--- config.mk ---
export PLATFORM = sky130hd
export DESIGN_NAME = page_bitmap_allocator_flat
export DESIGN_NICKNAME = d
export VERILOG_FILES = /design/src/hw/rtl/pba_pkg.sv /design/src/hw/rtl/pba_if.sv /design/src/hw/rtl/pba_ram.sv /design/src/hw/rtl/page_bitmap_allocator.sv /design/src/flat_wrapper.sv
export SDC_FILE = /design/constraint.sdc
export NUM_CORES = 1
export LEC_CHECK = 0
export BUFFER_PORTS_ARGS = -buffer_cell sky130_fd_sc_hd__buf_4
export CORE_MARGIN = 1
export CORE_UTILIZATION = 61
export DETAILED_ROUTE_END_ITERATION = 12
export PLACE_DENSITY_LB_ADDON = 0.3
export SLEW_MARGIN = 25
export SYNTH_ARGS = -nofsm -noshare
export SYNTH_HDL_FRONTEND = slang
export SYNTH_HIERARCHICAL = 1
export SYNTH_SLANG_ARGS = --single-unit
--- constraint.sdc ---
create_clock -name clk_i -period 14.48 [get_ports clk_i]
set_input_delay 0.724 -clock clk_i [delete_from_list [all_inputs] [get_ports clk_i]]
set_output_delay 0.724 -clock clk_i [all_outputs]
set_load 0.03 [all_outputs]
--- src/hw/rtl/pba_pkg.sv ---
`timescale 1ns / 1ps

package pba_pkg;

  localparam int unsigned ADDR_W      = 32;
  localparam int unsigned PAGE_ADDR_W = 22;
  localparam int unsigned WORD_BITS   = 32;
  localparam int unsigned BIT_IDX_W   = 5;
  localparam logic [WORD_BITS-1:0] ALL_USED = 32'hffff_ffff;

  typedef enum logic [1:0] {
    MODE_ALLOC = 2'd0,
    MODE_MARK  = 2'd1,
    MODE_FREE  = 2'd2,
    MODE_CLEAR = 2'd3
  } pba_mode_e;

  typedef enum logic [1:0] {
    ST_OK    = 2'd0,
    ST_FULL  = 2'd1,
    ST_RANGE = 2'd2
  } pba_status_e;

  typedef enum logic [1:0] {
    S_CLEAR,
    S_IDLE,
    S_SCAN,
    S_RMW
  } pba_state_e;

  // Index of the lowest zero bit; only meaningful when the word is not all ones.
  function automatic logic [BIT_IDX_W-1:0] pba_ffz(input logic [WORD_BITS-1:0] word);
    logic [BIT_IDX_W-1:0] idx;
    idx = '0;
    for (int i = WORD_BITS - 1; i >= 0; i--) begin
      if (!word[i]) begin
        idx = BIT_IDX_W'(i);
      end
    end
    return idx;
  endfunction

endpackage

--- src/hw/rtl/pba_if.sv ---
`timescale 1ns / 1ps

interface pba_in_if;
  import pba_pkg::*;
  logic                  valid;
  logic                  ready;
  logic [1:0]            mode;
  logic [ADDR_W-1:0]     addr;

  modport source (output valid, output mode, output addr, input ready);
  modport sink   (input valid, input mode, input addr, output ready);
endinterface

interface pba_out_if;
  import pba_pkg::*;
  logic                   valid;
  logic                   ready;
  logic [PAGE_ADDR_W-1:0] page_addr;
  logic [1:0]             status;

  modport source (output valid, output page_addr, output status, input ready);
  modport sink   (input valid, input page_addr, input status, output ready);
endinterface

--- src/hw/rtl/pba_ram.sv ---
`timescale 1ns / 1ps

module pba_ram
  import pba_pkg::*;
#(
  parameter int unsigned DEPTH = 32,
  localparam int unsigned AW = (DEPTH > 1) ? $clog2(DEPTH) : 1
) (
  input  logic                 clk_i,
  input  logic                 en_i,
  input  logic                 we_i,
  input  logic [AW-1:0]        addr_i,
  input  logic [WORD_BITS-1:0] wdata_i,
  output logic [WORD_BITS-1:0] rdata_o
);

  logic [WORD_BITS-1:0] mem [DEPTH];
  logic [WORD_BITS-1:0] rdata_q;

  always_ff @(posedge clk_i) begin
    if (en_i) begin
      if (we_i) begin
        mem[addr_i] <= wdata_i;
      end else begin
        rdata_q <= mem[addr_i];
      end
    end
  end

  assign rdata_o = rdata_q;

endmodule

--- src/hw/rtl/page_bitmap_allocator.sv ---
`timescale 1ns / 1ps
// Mark/free: read on acceptance, written back in S_RMW; out-of-range: result registered on acceptance;
// clear-all: S_CLEAR writes each bitmap word; allocate: one bitmap word read per cycle until a free bit.
// Throughput: one item at a time; the single-port bitmap memory sets the pace.
// Reset: a clearing pass writes zero to all BITMAP_WORDS words, during which no item is taken.
// The result sits in an output register; the next item is taken as that word is consumed.
module page_bitmap_allocator
  import pba_pkg::*;
#(
  parameter int unsigned PAGE_BYTES   = 4096,
  parameter int unsigned BITMAP_WORDS = 32
) (
  input  logic     clk_i,
  input  logic     rst_ni,
  pba_in_if.sink   req_i,
  pba_out_if.source rsp_o
);

  // PAGE_BYTES must be a power of two (the block does not check it), so page arithmetic is shifting and masking.
  localparam int unsigned PAGE_SHIFT = $clog2(PAGE_BYTES);
  localparam int unsigned WIDX_W     = (BITMAP_WORDS > 1) ? $clog2(BITMAP_WORDS) : 1;
  localparam int unsigned PAGE_W     = WIDX_W + BIT_IDX_W;
  localparam logic [WIDX_W-1:0] LAST_WORD = WIDX_W'(BITMAP_WORDS - 1);
  localparam logic [ADDR_W-1:0] OFFS_MASK = ADDR_W'(PAGE_BYTES - 1);

  pba_state_e state_q, state_d;
  logic [WIDX_W-1:0]      word_q, word_d;
  logic [BIT_IDX_W-1:0]   bit_q, bit_d;
  pba_mode_e              mode_q, mode_d;
  logic [PAGE_ADDR_W-1:0] page_q, page_d;
  logic                   report_q, report_d;

  logic                   ovalid_q, ovalid_d;
  logic [PAGE_ADDR_W-1:0] opage_q, opage_d;
  pba_status_e            ostat_q, ostat_d;

  logic                 ram_en, ram_we;
  logic [WIDX_W-1:0]    ram_addr;
  logic [WORD_BITS-1:0] ram_wdata, ram_rdata;

  logic                 out_free, accept;
  logic [ADDR_W-1:0]    req_widx, req_page_addr, alloc_addr;
  logic                 req_in_range;
  logic [BIT_IDX_W-1:0] free_bit;
  logic [PAGE_W-1:0]    alloc_page;

  pba_ram #(.DEPTH(BITMAP_WORDS)) u_pba_ram (
    .clk_i   (clk_i),
    .en_i    (ram_en),
    .we_i    (ram_we),
    .addr_i  (ram_addr),
    .wdata_i (ram_wdata),
    .rdata_o (ram_rdata)
  );

  assign out_free     = !ovalid_q || rsp_o.ready;
  assign req_i.ready  = (state_q == S_IDLE) && out_free;
  assign accept       = req_i.valid && req_i.ready;

  assign req_widx      = req_i.addr >> (PAGE_SHIFT + BIT_IDX_W);
  assign req_in_range  = req_widx < ADDR_W'(BITMAP_WORDS);
  assign req_page_addr = req_i.addr & ~OFFS_MASK;

  assign free_bit   = pba_ffz(ram_rdata);
  assign alloc_page = {word_q, free_bit};
  assign alloc_addr = ADDR_W'(alloc_page) << PAGE_SHIFT;

  always_comb begin
    state_d   = state_q;
    word_d    = word_q;
    bit_d     = bit_q;
    mode_d    = mode_q;
    page_d    = page_q;
    report_d  = report_q;
    ovalid_d  = ovalid_q && !rsp_o.ready;
    opage_d   = opage_q;
    ostat_d   = ostat_q;
    ram_en    = 1'b0;
    ram_we    = 1'b0;
    ram_addr  = word_q;
    ram_wdata = '0;

    case (state_q)
      S_CLEAR: begin
        ram_en = 1'b1;
        ram_we = 1'b1;
        if (word_q == LAST_WORD) begin
          state_d = S_IDLE;
          if (report_q) begin
            ovalid_d = 1'b1;
            opage_d  = '0;
            ostat_d  = ST_OK;
          end
          report_d = 1'b0;
        end else begin
          word_d = word_q + 1'b1;
        end
      end
      S_IDLE: begin
        if (accept) begin
          case (pba_mode_e'(req_i.mode))
            MODE_ALLOC: begin
              ram_en   = 1'b1;
              ram_addr = '0;
              word_d   = '0;
              state_d  = S_SCAN;
            end
            MODE_CLEAR: begin
              word_d   = '0;
              report_d = 1'b1;
              state_d  = S_CLEAR;
            end
            default: begin
              if (!req_in_range) begin
                ovalid_d = 1'b1;
                opage_d  = '0;
                ostat_d  = ST_RANGE;
              end else begin
                ram_en   = 1'b1;
                ram_addr = req_widx[WIDX_W-1:0];
                word_d   = req_widx[WIDX_W-1:0];
                bit_d    = req_i.addr[PAGE_SHIFT +: BIT_IDX_W];
                mode_d   = pba_mode_e'(req_i.mode);
                page_d   = req_page_addr[PAGE_ADDR_W-1:0];
                state_d  = S_RMW;
              end
            end
          endcase
        end
      end
      S_SCAN: begin
        // ram_rdata holds the word at word_q, read in the previous cycle.
        if (ram_rdata != ALL_USED) begin
          ram_en    = 1'b1;
          ram_we    = 1'b1;
          ram_wdata = ram_rdata | (WORD_BITS'(1) << free_bit);
          ovalid_d  = 1'b1;
          opage_d   = alloc_addr[PAGE_ADDR_W-1:0];
          ostat_d   = ST_OK;
          state_d   = S_IDLE;
        end else if (word_q == LAST_WORD) begin
          ovalid_d = 1'b1;
          opage_d  = '0;
          ostat_d  = ST_FULL;
          state_d  = S_IDLE;
        end else begin
          ram_en   = 1'b1;
          ram_addr = word_q + 1'b1;
          word_d   = word_q + 1'b1;
        end
      end
      S_RMW: begin
        // The write lands before any later read, so no forwarding is needed.
        ram_en = 1'b1;
        ram_we = 1'b1;
        if (mode_q == MODE_MARK) begin
          ram_wdata = ram_rdata | (WORD_BITS'(1) << bit_q);
        end else begin
          ram_wdata = ram_rdata & ~(WORD_BITS'(1) << bit_q);
        end
        ovalid_d = 1'b1;
        opage_d  = page_q;
        ostat_d  = ST_OK;
        state_d  = S_IDLE;
      end
      default: begin
        state_d = S_IDLE;
      end
    endcase
  end

  always_ff @(posedge clk_i or negedge rst_ni) begin
    if (!rst_ni) begin
      state_q  <= S_CLEAR;
      word_q   <= '0;
      report_q <= 1'b0;
      ovalid_q <= 1'b0;
    end else begin
      state_q  <= state_d;
      word_q   <= word_d;
      report_q <= report_d;
      ovalid_q <= ovalid_d;
    end
  end

  always_ff @(posedge clk_i) begin
    bit_q   <= bit_d;
    mode_q  <= mode_d;
    page_q  <= page_d;
    opage_q <= opage_d;
    ostat_q <= ostat_d;
  end

  assign rsp_o.valid     = ovalid_q;
  assign rsp_o.page_addr = opage_q;
  assign rsp_o.status    = ostat_q;

endmodule

--- src/flat_wrapper.sv ---
// flat-port wrapper written by rule: the top's interface ports become plain ports
module page_bitmap_allocator_flat import pba_pkg::*;
#(
  parameter int unsigned PAGE_BYTES   = 4096,
  parameter int unsigned BITMAP_WORDS = 32
)
  (clk_i, rst_ni, req_i_valid, req_i_mode, req_i_addr, req_i_ready, rsp_o_valid, rsp_o_page_addr, rsp_o_status, rsp_o_ready);
  pba_in_if req_i_i ();
  pba_out_if rsp_o_i ();
  input  logic clk_i;
  input  logic rst_ni;
  input wire logic [$bits(req_i_i.valid)-1:0] req_i_valid;
  input wire logic [$bits(req_i_i.mode)-1:0] req_i_mode;
  input wire logic [$bits(req_i_i.addr)-1:0] req_i_addr;
  output wire logic [$bits(req_i_i.ready)-1:0] req_i_ready;
  output wire logic [$bits(rsp_o_i.valid)-1:0] rsp_o_valid;
  output wire logic [$bits(rsp_o_i.page_addr)-1:0] rsp_o_page_addr;
  output wire logic [$bits(rsp_o_i.status)-1:0] rsp_o_status;
  input wire logic [$bits(rsp_o_i.ready)-1:0] rsp_o_ready;
  assign req_i_i.valid = req_i_valid;
  assign req_i_i.mode = req_i_mode;
  assign req_i_i.addr = req_i_addr;
  assign req_i_ready = req_i_i.ready;
  assign rsp_o_valid = rsp_o_i.valid;
  assign rsp_o_page_addr = rsp_o_i.page_addr;
  assign rsp_o_status = rsp_o_i.status;
  assign rsp_o_i.ready = rsp_o_ready;
  page_bitmap_allocator #(.PAGE_BYTES(PAGE_BYTES), .BITMAP_WORDS(BITMAP_WORDS)) u_core (.clk_i(clk_i), .rst_ni(rst_ni), .req_i(req_i_i), .rsp_o(rsp_o_i));
endmodule
==> results of run 1 <==
-- registers in the layout, summed over array words and instances (netlist names) --
signal,flops
u_core/bit_q,4
u_core/mode_q,2
u_core/page_q,6
u_core/report_q,1
u_core/rsp_o.page_addr,10
u_core/rsp_o.status,2
u_core/rsp_o.valid,1
u_core/state_q,2
u_core/u_pba_ram/mem,1024
u_core/u_pba_ram/rdata_o,32
u_core/word_q,5
-- kinds of logic (layout without fill, tap and decap cells) --
| kind of cell | count (synthesis) | in the layout | synth area share [%] |
|---|---|---|---|
| other | 1 | 12 | 0.00856 |
| muxes | 524 | 524 | 12.0 |
| adders and majority gates | 9 | 9 | 0.257 |
| xor gates and xnor gates | 2 | 2 | 0.0400 |
| and+or+nand+nor | 329 | 329 | 4.08 |
| DFF | 1089 | 1089 | 74.6 |
| buffers and inverters | 190 | 337 | 2.37 |
| AOI/OAI and AO/OA | 442 | 442 | 6.70 |
-- layout make-up --
type	count	share of cell area, %
clock inverters	56	1.08
multi-input cells	1318	22.1
flip-flops and latches	1089	66.4
clock buffers	133	5.60
inverters	17	0.130
repair buffers	131	2.29
well taps	940	2.39
-- metrics by stage --
| stage | instances | hold WS (ps) | setup slack (ps) | total power, mW | util [%] |
|---|---|---|---|---|---|
| floorplan | 2597 | 428 | 9110 | 7.34 | - |
| global placement | 3474 | 531 | 7750 | 8.64 | 64.6 |
| detailed placement | 3483 | 523 | 7660 | 8.81 | 64.8 |
| CTS | 3673 | 231 | 7670 | 11.4 | 69.5 |
| global route | 3684 | 238 | 7360 | 11.9 | 69.7 |
| finish | 3684 | 253 | 7510 | 11.5 | 69.7 |
-- routing by layer --
layer	vias up	part of all wire, %
met3	247	10
met1	12500	39
met4	2	3.3
met2	1415	47
li1	10600	-
met5	-	0.011
-- synthesized netlist by cell type (6+ instances only) --
library cell / n
sky130_fd_sc_hd__dfrtp_1: 9
sky130_fd_sc_hd__o21ai_0: 48
sky130_fd_sc_hd__nor3_1: 13
sky130_fd_sc_hd__buf_2: 97
sky130_fd_sc_hd__a21oi_1: 26
sky130_fd_sc_hd__mux2i_1: 518
sky130_fd_sc_hd__buf_4: 15
sky130_fd_sc_hd__a31oi_1: 7
sky130_fd_sc_hd__o22ai_1: 257
sky130_fd_sc_hd__a22oi_2: 9
sky130_fd_sc_hd__nor4_1: 66
sky130_fd_sc_hd__nor2_1: 44
sky130_fd_sc_hd__inv_1: 17
sky130_fd_sc_hd__ha_1: 9
sky130_fd_sc_hd__nand3b_1: 7
sky130_fd_sc_hd__mux2_2: 6
sky130_fd_sc_hd__nand2_1: 101
sky130_fd_sc_hd__a22oi_1: 19
sky130_fd_sc_hd__nand4_1: 14
sky130_fd_sc_hd__nand4bb_1: 6
sky130_fd_sc_hd__o31ai_1: 35
sky130_fd_sc_hd__clkbuf_1: 36
sky130_fd_sc_hd__and2_1: 7
sky130_fd_sc_hd__buf_6: 19
sky130_fd_sc_hd__nand3_1: 23
sky130_fd_sc_hd__edfxtp_1: 1080
sky130_fd_sc_hd__nand2b_1: 8
-- cell usage in the layout, fill, tap and decap left out, types with 8 or more instances in the layout --
master,count
sky130_fd_sc_hd__a21oi_1,25
sky130_fd_sc_hd__a22oi_1,19
sky130_fd_sc_hd__a22oi_2,9
sky130_fd_sc_hd__buf_4,108
sky130_fd_sc_hd__buf_6,10
sky130_fd_sc_hd__buf_8,10
sky130_fd_sc_hd__clkbuf_1,27
sky130_fd_sc_hd__clkbuf_16,106
sky130_fd_sc_hd__clkinv_1,20
sky130_fd_sc_hd__clkinv_2,12
sky130_fd_sc_hd__clkinvlp_4,10
sky130_fd_sc_hd__conb_1,12
sky130_fd_sc_hd__dfrtp_1,9
sky130_fd_sc_hd__edfxtp_1,1080
sky130_fd_sc_hd__ha_1,8
sky130_fd_sc_hd__inv_1,17
sky130_fd_sc_hd__mux2i_1,518
sky130_fd_sc_hd__nand2_1,100
sky130_fd_sc_hd__nand2b_1,8
sky130_fd_sc_hd__nand3_1,20
sky130_fd_sc_hd__nand4_1,14
sky130_fd_sc_hd__nor2_1,15
sky130_fd_sc_hd__nor2_4,28
sky130_fd_sc_hd__nor3_1,9
sky130_fd_sc_hd__nor4_1,62
sky130_fd_sc_hd__o21ai_0,45
sky130_fd_sc_hd__o22ai_1,257
sky130_fd_sc_hd__o31ai_1,12
sky130_fd_sc_hd__o31ai_4,25
-- path summary, 6_finish.rpt --
kind,endpoint,cells past startpoint
worst max register to register,u_core/u_pba_ram/rdata_o[20]$_DFFE_PP_,12
worst min-delay path,u_core/page_q[16]$_DFFE_PP_,1
worst max-delay path,u_core/u_pba_ram/rdata_o[20]$_DFFE_PP_,12
min in group asynchronous,u_core/state_q[0]$_DFFE_PN0P_,2
worst min register to register,u_core/rsp_o.page_addr[17]$_DFFE_PP_,2
max in group asynchronous,u_core/word_q[1]$_DFFE_PN0P_,2
-- where the power goes --
group	switching, mW	internal, mW	leakage (nW)
clock	1.13	1.47	1.56
sequential	0.143	4.05	10.1
combinational	3.08	1.61	4.89
total	4.35	7.13	16.5
-- critical path: stages, from the launching register on --
cell and delay [ps]:
sky130_fd_sc_hd__edfxtp_1 550, sky130_fd_sc_hd__nand4_1 300, sky130_fd_sc_hd__nor4_2 560, sky130_fd_sc_hd__and2_1 520, sky130_fd_sc_hd__o211ai_1 220, sky130_fd_sc_hd__o221ai_4 610, sky130_fd_sc_hd__buf_12 660, sky130_fd_sc_hd__buf_4 900
sky130_fd_sc_hd__buf_4 670, sky130_fd_sc_hd__mux2i_1 290, sky130_fd_sc_hd__o22ai_1 100, sky130_fd_sc_hd__nor4_1 960, sky130_fd_sc_hd__nand2_1 110
==> results.toml, run 1 <==
[critical_path]
r2r_setup_slack_ps = 7510
worstPathArrival_ps = 7340
crit-reg2reg-launch = "u_core/u_pba_ram/rdata_o[18]$_DFFE_PP_"
critical_path.endpoint_type = "register"
start_kind = "register"
path_class = "reg2reg"
cp.required_ps = 14850
startpoint = "u_core/u_pba_ram/rdata_o[18]$_DFFE_PP_"
critical_path_peak_fanout = 130

[global_routing]
groute.layer.met2.usage_pct = 47.0
groute.layer.met3.usage_pct = 4.79
grtUsageTotal_pct = 29.1
grt-busiest-layer = "met2"
first_pass_grt_wire_length_mm = 155
groute.layer.met1.usage_pct = 40.6
globalRouteOverflowTotal = 0
grt_pass1_vias = 24300
number_of_antenna_violations_at_the_first_check_in_global_routing = 3
largest_net_degree_at_the_start_of_global_routing = 135

[sta]
period_needed_ps = 6970
timing.final.hold_violations = 0
timing.final.setup_violations = 0
timing.final.crit_share_pct = 48.2
tightest_slew_ps = 1140
clock-skew-final_ps = 26.8
count_of_final_max_slew_check_failures = 0
rsz_0062_raised_after_global_routing = "false"
worst_slew_margin_rel_pct = 23.5
timing.setup.tns_ps = 0
timing.fmax_mhz = 143

[finish]
multi_input_comb_area_um2 = 10900
flow.area_growth_from_synthesis_pct = 12.3
nets = 2708
finalInstanceArea_um2 = 49200
diodes = 0
fillerInstances = 4270
drive_gt1_share_pct = 14.2
storage_element_area_um2 = 32700

[hold_path]
timing.hold.worst.class = "in2reg"
min_from = "req_i_addr[16]"

[clock_tree]
number_of_buffers_inserted_during_clock_tree_synthesis = 104
cts.sink_count = 1089
cts_hold_buf = 1
cts_tree = "built"
clk_pin_slew_ps = 60
clockRootBuffer = "sky130_fd_sc_hd__clkbuf_16"
cts_setup_buffers = 0
htree_levels = 3
cts_max_path_buffers = 3
postCtsResizedCells = 0
worst_skew_pair.late_latency_ps = 670

[logic_synthesis]
synth.yosys.seq_area_share_pct = 74.6
synth_area_leader_cell = "sky130_fd_sc_hd__edfxtp_1"
synth_cell_type_count = 71
synth_area_leaders = "sky130_fd_sc_hd__edfxtp_1, sky130_fd_sc_hd__mux2i_1, sky130_fd_sc_hd__o22ai_1"
async_reset_ff_share_pct = 0.826
yosys.area.top_type_share_pct = 74.0
postSynth.topFlopCell = "sky130_fd_sc_hd__edfxtp_1"
synth-warning-count = 6
post_synth_instance_area_um2 = 43800
syn-instance-count = 2586
postSynthAreaPerCell_um2 = 16.9
synth_edf_count = 1080
yosys_register_bits = 1089

[floorplan]
floorplan.initialDensity_pct = 62.1
core_area_um2 = 70500
fp.dieW_um = 270
std_cell_rows = 97
die_height_um = 270
fp.dieArea_um2 = 72900
io-pin-count = 64

[power]
total_leakage_power_nw = 16.5
vdd_ir_drop_max_uv = 710
power_density_nw_per_um2 = 234

[detailed_routing]
number_of_optimization_iterations_in_the_first_detailed_route_pass = 5
ant_nets = 0
detail_route.wl_per_cell_um = 29.0
routed_wl_mm = 107
route.detailed.drc = 0
route.detailed.vias_per_inst = 6.71
initialDrtViolationCount = 3024
vias = 24700

[place]
gp_routability_congestion = 0.933
port-buffer-count = 39
placed_area_um2 = 45700
dp_hpwl_mm = 59.6

[outcome]
status = "finished clean"

[job]
cap_viol_max_count = 0
Note: power is estimated with default switching activity, not from simulation.
==> run 2, diff against run 1 <==
==> constraint.sdc (replaced) <==
create_clock -name clk_i -period 7.2 [get_ports clk_i]
set_input_delay 0.36 -clock clk_i [delete_from_list [all_inputs] [get_ports clk_i]]
set_output_delay 0.36 -clock clk_i [all_outputs]
set_load 0.03 [all_outputs]
==> run 2 against run 1 <==
Compared with the run above:
- count of clock-buffer cells in the layout shrank 5
- first-iteration DRC count shrank 6.8%
- fmax grew 26%
- global-route usage shrank 0.072 points
- non-clock buffer count grew 18
- power grew 100%
- critical path depth shrank 2
- sequential share of layout area shrank 0.44 points
- combinational power grew 110%
- register-to-register slack lost 5800 ps
- critical path type unchanged
==> results.toml, run 2 (same netlist as run 1, synthesis figures left out) <==
[outcome]
status = "finished clean"

[power]
total_leakage_power_nw = 16.7
clkPwrFrac_pct = 22.4
total_switching_power_mw = 8.90
power.switching_fraction_pct = 38.2
vdd_ir_drop_max_uv = 511
register_share_of_total_power_pct = 36.2
power_density_nw_per_um2 = 471
internal-power_mw = 14.4
combPwrFrac_pct = 41.4

[finish]
layout_commonest_cell = "sky130_fd_sc_hd__edfxtp_1"
finalInstanceArea_um2 = 49500
flow.area_growth_from_synthesis_pct = 13.0
nets = 2726
largest_reg_flops = 1024
largest_register = "u_core/u_pba_ram/mem"
most-common-layout-cells = "sky130_fd_sc_hd__edfxtp_1, sky130_fd_sc_hd__mux2i_1, sky130_fd_sc_hd__o22ai_1"
drive_gt1_share_pct = 14.5
diodes = 0
final_cells = 3707

[critical_path]
start_kind = "register"
path_class = "reg2reg"
cell_chain_critical_path = "nand4_1 > nor4_2 > and2_1 > o211ai_1 > o221ai_4 > buf_12 > mux2i_1 > o22ai_1 > nor4_1 > nand2_1"
cpMaxStageDelayCell = "sky130_fd_sc_hd__nor4_1"
cp.required_ps = 7560
critical-path-max-stage-delay_ps = 940
critical_path.endpoint_type = "register"
worstPathArrival_ps = 5870
critical_path_peak_fanout = 137

[global_routing]
grtUsageTotal_pct = 29.1
largest_net_degree_at_the_start_of_global_routing = 146
globalRouteOverflowTotal = 0
grt_pass1_vias = 24100
number_of_antenna_violations_at_the_first_check_in_global_routing = 4
first_pass_grt_wire_length_mm = 154

[sta]
period_needed_ps = 5520
count_of_final_max_slew_check_failures = 0
clock-skew-final_ps = 22.1
timing.final.setup_violations = 0
timing.final.crit_share_pct = 76.6
worst_slew_margin_rel_pct = 23.0
timing.fmax_mhz = 181
timing.final.hold_violations = 0
tightest_slew_ps = 1160
rsz_0062_raised_after_global_routing = "false"
timing.setup.tns_ps = 0

[place]
numPlacedInstances = 3489
port-buffer-count = 39
dp_hpwl_mm = 60.8
gp_routability_congestion = 0.902
placed_area_um2 = 45900

[clock_tree]
clockRootBuffer = "sky130_fd_sc_hd__clkbuf_16"
worst_skew_pair.late_latency_ps = 670
cts_tree = "built"
clk_pin_slew_ps = 60
htree_levels = 3
postCtsResizedCells = 0
number_of_buffers_inserted_during_clock_tree_synthesis = 104
cts_max_path_buffers = 3
cts.sink_count = 1089

[hold_path]
timing.hold.worst.class = "in2async"

[floorplan]
fp.dieW_um = 270
std_cell_rows = 97
core_area_um2 = 70500
die_height_um = 270
floorplan.initialDensity_pct = 62.1
fp.dieArea_um2 = 72900
io-pin-count = 64

[detailed_routing]
routed_wl_mm = 107
number_of_optimization_iterations_in_the_first_detailed_route_pass = 5
detail_route.wl_per_cell_um = 28.8
ant_nets = 0
vias = 24700
initialDrtViolationCount = 2819
route.detailed.drc = 0
route.detailed.vias_per_inst = 6.66

[job]
cap_viol_max_count = 0
-- run 2: per-layer routing --
metal	up-vias	track usage [%]	share of wire, %
li1	10600	-	-
met1	12500	40.4	39
met2	1346	45.6	47
met3	263	6.59	10
met4	4	10.3	3.4
met5	-	0.592	0.045
-- run 2: worst paths after layout --
path	end	startpoint	cells after the start	slack [ps]
worst max-delay path	u_core/u_pba_ram/rdata_o[12]$_DFFE_PP_	u_core/u_pba_ram/rdata_o[18]$_DFFE_PP_	10	1680
worst min-delay path	u_core/rsp_o.valid$_DFF_PN0_	rst_ni	2	80
worst max register to register	u_core/u_pba_ram/rdata_o[12]$_DFFE_PP_	u_core/u_pba_ram/rdata_o[18]$_DFFE_PP_	10	1680
worst min register to register	u_core/rsp_o.page_addr[17]$_DFFE_PP_	u_core/page_q[17]$_DFFE_PP_	2	570
max in group asynchronous	u_core/word_q[0]$_DFFE_PN0P_	rst_ni	2	6960
min in group clk_i	u_core/rsp_o.valid$_DFF_PN0_	rsp_o_ready	3	190
-- run 2: final cells by class --
| type | count | area (um^2) |
|---|---|---|
| multi-input combinational | 1318 | 10900 |
| fill | 4260 | 21000 |
| sequential | 1089 | 32700 |
| timing repair buffer | 149 | 1440 |
| inverter | 17 | 63.8 |
| clock buffer | 128 | 2750 |
| tap | 940 | 1180 |
| clock inverter | 66 | 533 |
-- run 2: metrics by stage --
stage	power, mW	utilization [%]	setup WS (ps)	hold WS [ps]
floorplan	14.8	-	1940	64.4
global route	24.1	70.2	1650	85.3
global placement	17.5	64.7	1940	204
detailed placement	17.9	65.0	1840	203
CTS	23.1	69.9	1810	58.0
finish	23.3	70.2	1680	80.8
-- run 2: critical path: cells and delay by family (launching register included) --
family | cells | cell delay, ps
buf+inv | 1 | 630
flops | 1 | 510
mux | 1 | 300
simple gates | 5 | 2540
compound gates | 3 | 920
-- run 2: power groups by stage --
stage	Clock (mW)	Combinational, mW	Sequential [mW]
finish	5.22	9.66	8.44
global route	5.50	10.1	8.48
CTS	5.26	9.37	8.44
detailed placement	0	9.31	8.57
global placement	0	8.99	8.56
floorplan	0	6.20	8.56
-- run 2: what timing repair did --
item	CTS	global route
hold buffers	13	0
endpoints found under the hold margin	21	0
setup endpoints to repair	0	0
buffers inserted	0	0
